## src/rtl/ffsa_ram.sv

```systemverilog
// generic single-port ram with registered read
// no dependencies
module ffsa_ram #(
  parameter int Width = 8,
  parameter int Depth = 16
) (
  input  logic                     clk_i,
  input  logic                     we_i,
  input  logic [$clog2(Depth)-1:0] addr_i,
  input  logic [Width-1:0]         wdata_i,
  output logic [Width-1:0]         rdata_o
);
  logic [Width-1:0] mem_q [Depth];

  // read first port, read data registered
  always_ff @(posedge clk_i) begin
    if (we_i) begin
      mem_q[addr_i] <= wdata_i;
    end
    rdata_o <= mem_q[addr_i];
  end
endmodule

```

## config.mk

```make
export PLATFORM = sky130hd
export DESIGN_NAME = ffsa_ram
export DESIGN_NICKNAME = d
export VERILOG_FILES = /design/src/rtl/ffsa_ram.sv
export SDC_FILE = /design/constraint.sdc
export NUM_CORES = 1
export LEC_CHECK = 0
export ABC_CLOCK_PERIOD_IN_PS = 1570
export CORE_MARGIN = 5
export CORE_UTILIZATION = 25
export DETAILED_ROUTE_END_ITERATION = 7
export DONT_BUFFER_PORTS = 1
export GPL_ROUTABILITY_DRIVEN = 0
export HOLD_SLACK_MARGIN = 0.03
export PLACE_DENSITY = 0.38
export SETUP_SLACK_MARGIN = 0.5
export SLEW_MARGIN = 10
export SYNTH_ARGS = -nofsm -noshare
export SYNTH_HDL_FRONTEND = slang
export SYNTH_SLANG_ARGS = --single-unit
```

## constraint.sdc

```tcl
create_clock -name clk_i -period 1.57 [get_ports clk_i]
set_clock_uncertainty 0.2 [all_clocks]
set_input_delay 0 -clock clk_i [delete_from_list [all_inputs] [get_ports clk_i]]
set_output_delay 0 -clock clk_i [all_outputs]
set_load 0.05 [all_outputs]
```

==> run_summary.xml <==
<?xml version="1.0" encoding="UTF-8"?>
<metrics>
  <group name="cts">
    <metric name="post-cts-setup-buffers" unit="">0</metric>
    <metric name="max_buffers_root_to_sink" unit="">2</metric>
    <metric name="cts_buffers" unit="">17</metric>
    <metric name="worstSkewPairLatency" unit="ns">0.41</metric>
    <metric name="cts_hold_buf" unit="">8</metric>
    <metric name="sinks_on_clock_net" unit="">136</metric>
    <metric name="cts.root.buffer_cell" unit="">clkbuf_16</metric>
    <metric name="tritoncts" unit="">done</metric>
    <metric name="ctsHtreeMaxLevel" unit="">4</metric>
    <metric name="clkSlewWorstSetupHoldPaths" unit="ns">0.05</metric>
  </group>
  <group name="global_routing">
    <metric name="overflow_after_grt" unit="">0</metric>
    <metric name="antenna_violations_before_repair" unit="">0</metric>
    <metric name="grt_pass1_wl" unit="µm">17100</metric>
    <metric name="via_count_of_the_first_global_routing_pass" unit="">2441</metric>
    <metric name="maximum_number_of_pins_on_one_net_before_global_route_repair" unit="">40</metric>
    <metric name="globalRouteTotalUtil" unit="%">10.4</metric>
  </group>
  <group name="sta">
    <metric name="min_period_over_period" unit="%">94.6</metric>
    <metric name="max_freq" unit="GHz">0.674</metric>
    <metric name="tightestPinTransition" unit="ns">1.06</metric>
    <metric name="fin_hold_ws" unit="ns">-0.374</metric>
    <metric name="final.min_clock_period" unit="ns">1.48</metric>
    <metric name="setup_viol" unit="">0</metric>
    <metric name="timing.final.ws_setup" unit="ns">0.0855</metric>
    <metric name="finalHoldViolations" unit="">136</metric>
    <metric name="slew_margin_rel" unit="%">28.9</metric>
    <metric name="setup_total_negative_slack" unit="ns">0</metric>
    <metric name="rsz0062_at_grt" unit="">true</metric>
    <metric name="timing.final.max_slew_violations" unit="">0</metric>
  </group>
  <group name="final_layout">
    <metric name="finalCoreUtilization" unit="%">31.4</metric>
    <metric name="fin_area" unit="µm²">6310</metric>
    <metric name="areaGrowthSynthToFinish" unit="%">24.4</metric>
    <metric name="antennaDiodeCount" unit="">0</metric>
    <metric name="final_layout_size_suffix_gt1_share" unit="%">38.1</metric>
    <metric name="final_nets" unit="">269</metric>
    <metric name="finalNonFillerCells" unit="">538</metric>
  </group>
  <group name="pwr">
    <metric name="power.leakage" unit="nW">1.94</metric>
    <metric name="power_density" unit="nW/µm²">1300</metric>
    <metric name="ir_worst_vdd" unit="mV">0.473</metric>
  </group>
  <group name="synth">
    <metric name="register_area_share_after_synthesis" unit="%">79.0</metric>
    <metric name="netlist-cell-type-count" unit="">18</metric>
    <metric name="combined_area_of_all_synthesized_cells" unit="µm²">5070</metric>
    <metric name="synth_seq_cells" unit="">136</metric>
    <metric name="ys_warn_count" unit="">0</metric>
    <metric name="synthesis.instances" unit="">230</metric>
    <metric name="syn_avg_cell_area" unit="µm²">22.0</metric>
    <metric name="syn_nets" unit="">244</metric>
  </group>
  <group name="drt">
    <metric name="viasPerCell" unit="">4.26</metric>
    <metric name="routed_wl" unit="µm">11500</metric>
    <metric name="num_vias" unit="">2290</metric>
    <metric name="routed_wire_length_per_instance" unit="µm">21.3</metric>
    <metric name="detail-route-antenna-nets" unit="">0</metric>
    <metric name="drt-initial-drc-count" unit="">61</metric>
    <metric name="drt_drc_violations_left" unit="">0</metric>
    <metric name="dr.pass1.iters" unit="">4</metric>
  </group>
  <group name="critical_path">
    <metric name="regToRegStartpoint" unit="">mem_q[11][1]$_DFFE_PP_</metric>
    <metric name="worstSetupStartpointType" unit="">flip-flop</metric>
    <metric name="worst-endpoint-required" unit="ns">1.66</metric>
    <metric name="regToRegEndpoint" unit="">rdata_o[1]$_DFF_P_</metric>
    <metric name="crit_path_from" unit="">mem_q[11][1]$_DFFE_PP_</metric>
    <metric name="worst-r2r-cell-count" unit="">3</metric>
    <metric name="worst-endpoint-arrival" unit="ns">1.57</metric>
    <metric name="ff2ff_setup_slack" unit="ns">0.09</metric>
    <metric name="crit_path_max_fanout" unit="">1</metric>
    <metric name="critPathKind" unit="">flip-flop to flip-flop</metric>
    <metric name="setup.worst_path.end_class" unit="">flip-flop</metric>
  </group>
  <group name="hold_path">
    <metric name="hold-path-cell-count" unit="">1</metric>
    <metric name="hold_path_end" unit="">mem_q[12][5]$_DFFE_PP_</metric>
    <metric name="min-delay-path-class" unit="">input pin to flip-flop</metric>
    <metric name="holdCritStartpoint" unit="">addr_i[1]</metric>
  </group>
  <group name="floorplan">
    <metric name="core_region_area" unit="µm²">20100</metric>
    <metric name="die-area" unit="µm²">23200</metric>
    <metric name="start_util" unit="%">25.2</metric>
    <metric name="fp-row-count" unit="">52</metric>
    <metric name="num_io_pins" unit="">22</metric>
    <metric name="die_h" unit="µm">152</metric>
    <metric name="die_width" unit="µm">152</metric>
  </group>
  <group name="run">
    <metric name="max_cap_viol_count" unit="">0</metric>
  </group>
  <group name="placed_design">
    <metric name="pre_cts_ws" unit="ns">-0.00586</metric>
    <metric name="place.port_buffers" unit="">0</metric>
    <metric name="placedInstanceArea" unit="µm²">5600</metric>
    <metric name="hpwl" unit="µm">6980</metric>
    <metric name="post_placement_cell_count" unit="">498</metric>
  </group>
  <group name="run_status">
    <metric name="status" unit="">finished with violations</metric>
    <metric name="violations" unit="">negative hold slack</metric>
  </group>
</metrics>
## metrics by stage
| stage | total power [mW] | hold slack (ns) |
|---|---|---|
| after floorplan | 4.50 | -0.101 |
| after detailed placement | 4.52 | -0.100 |
| after global placement | 4.52 | -0.100 |
| final | 8.20 | -0.374 |
| after CTS | 8.31 | -0.407 |
| after global routing | 8.49 | -0.407 |
## flip-flops by register name (all words and copies together), names as in the netlist
| register | cells |
|---|---|
| rdata_o | 8 |
| mem_q | 128 |
## how the worst max path moves through the flow
stage | slack, ns | cells past startpoint | end
2_1_floorplan | 0.24 | 2 | mem_q[0][0]$_DFFE_PP_
3_5_place_dp | -0.006 | 3 | rdata_o[1]$_DFF_P_
5_1_grt | 0.004 | 3 | rdata_o[1]$_DFF_P_
4_1_cts | 0.05 | 3 | rdata_o[1]$_DFF_P_
6_report | 0.09 | 3 | rdata_o[1]$_DFF_P_
3_3_place_gp | 0.006 | 3 | rdata_o[1]$_DFF_P_
## final cells by class
type,instances,area (µm²)
tap,270,338
sequential,136,4030
multi-input combinational,83,1210
clock inverter,4,43.8
fill,1908,13800
timing repair buffer,17,175
clock buffer,28,507
## repair_timing
action	4_1_cts	5_1_grt
gates cloned	0	0
endpoints found under the hold margin	264	136
setup endpoints to repair	16	31
resized for setup	21	4
## power breakdown
group / internal, mW / switching (mW)
clock: 2.34 / 1.34
sequential: 4.07 / 0.119
combinational: 0.157 / 0.177
total: 6.56 / 1.64
## logic make-up after synthesis
group / share of synthesized area, %
compound gates: 2.37
buf+inv: 1.19
simple gates: 3.21
flops: 79.0
mux: 14.2
## layout by cell type, fill, tap and decap left out, types with 4 or more instances in the layout
| master | netlist | layout |
|---|---|---|
| clkbuf_16 | 0 | 17 |
| nor3_4 | 0 | 4 |
| a22oi_2 | 0 | 8 |
| clkbuf_8 | 0 | 4 |
| buf_4 | 0 | 7 |
| dlygate4sd3_1 | 0 | 7 |
| edfxtp_1 | 128 | 128 |
| a22oi_1 | 16 | 8 |
| dfxtp_4 | 0 | 8 |
| nand2_1 | 9 | 8 |
| mux4_2 | 32 | 32 |
| clkbuf_1 | 2 | 7 |
| nor2_4 | 0 | 12 |
## metal layers
layer,routed length (µm),track usage (%),vias to the layer above
met5,0,0,-
met4,126,3.72,0
met3,512,3.78,7
met2,5490,16.1,48
met1,5360,13.5,1215
li1,-,-,1020
## synthesized netlist by cell type, drive strengths merged
cell type	number	area share, %
or3b	1	0.17
nand2b	2	0.25
and2	1	0.12
nand3b	2	0.30
nor2b	2	0.25
nand3	1	0.099
nor3	4	0.40
clkbuf	3	0.25
a22oi	16	2.4
buf	8	0.94
nor2	13	0.96
dfxtp	8	3.2
edfxtp	128	76
mux4	32	14
nand2	9	0.67
## critical path, stage by stage, from the launching register on
cell,delay (ns)
edfxtp_1,0.37
mux4_2,0.49
a22oi_2,0.22
nand2_1,0.08
Note: power is estimated with default switching activity, not from simulation.
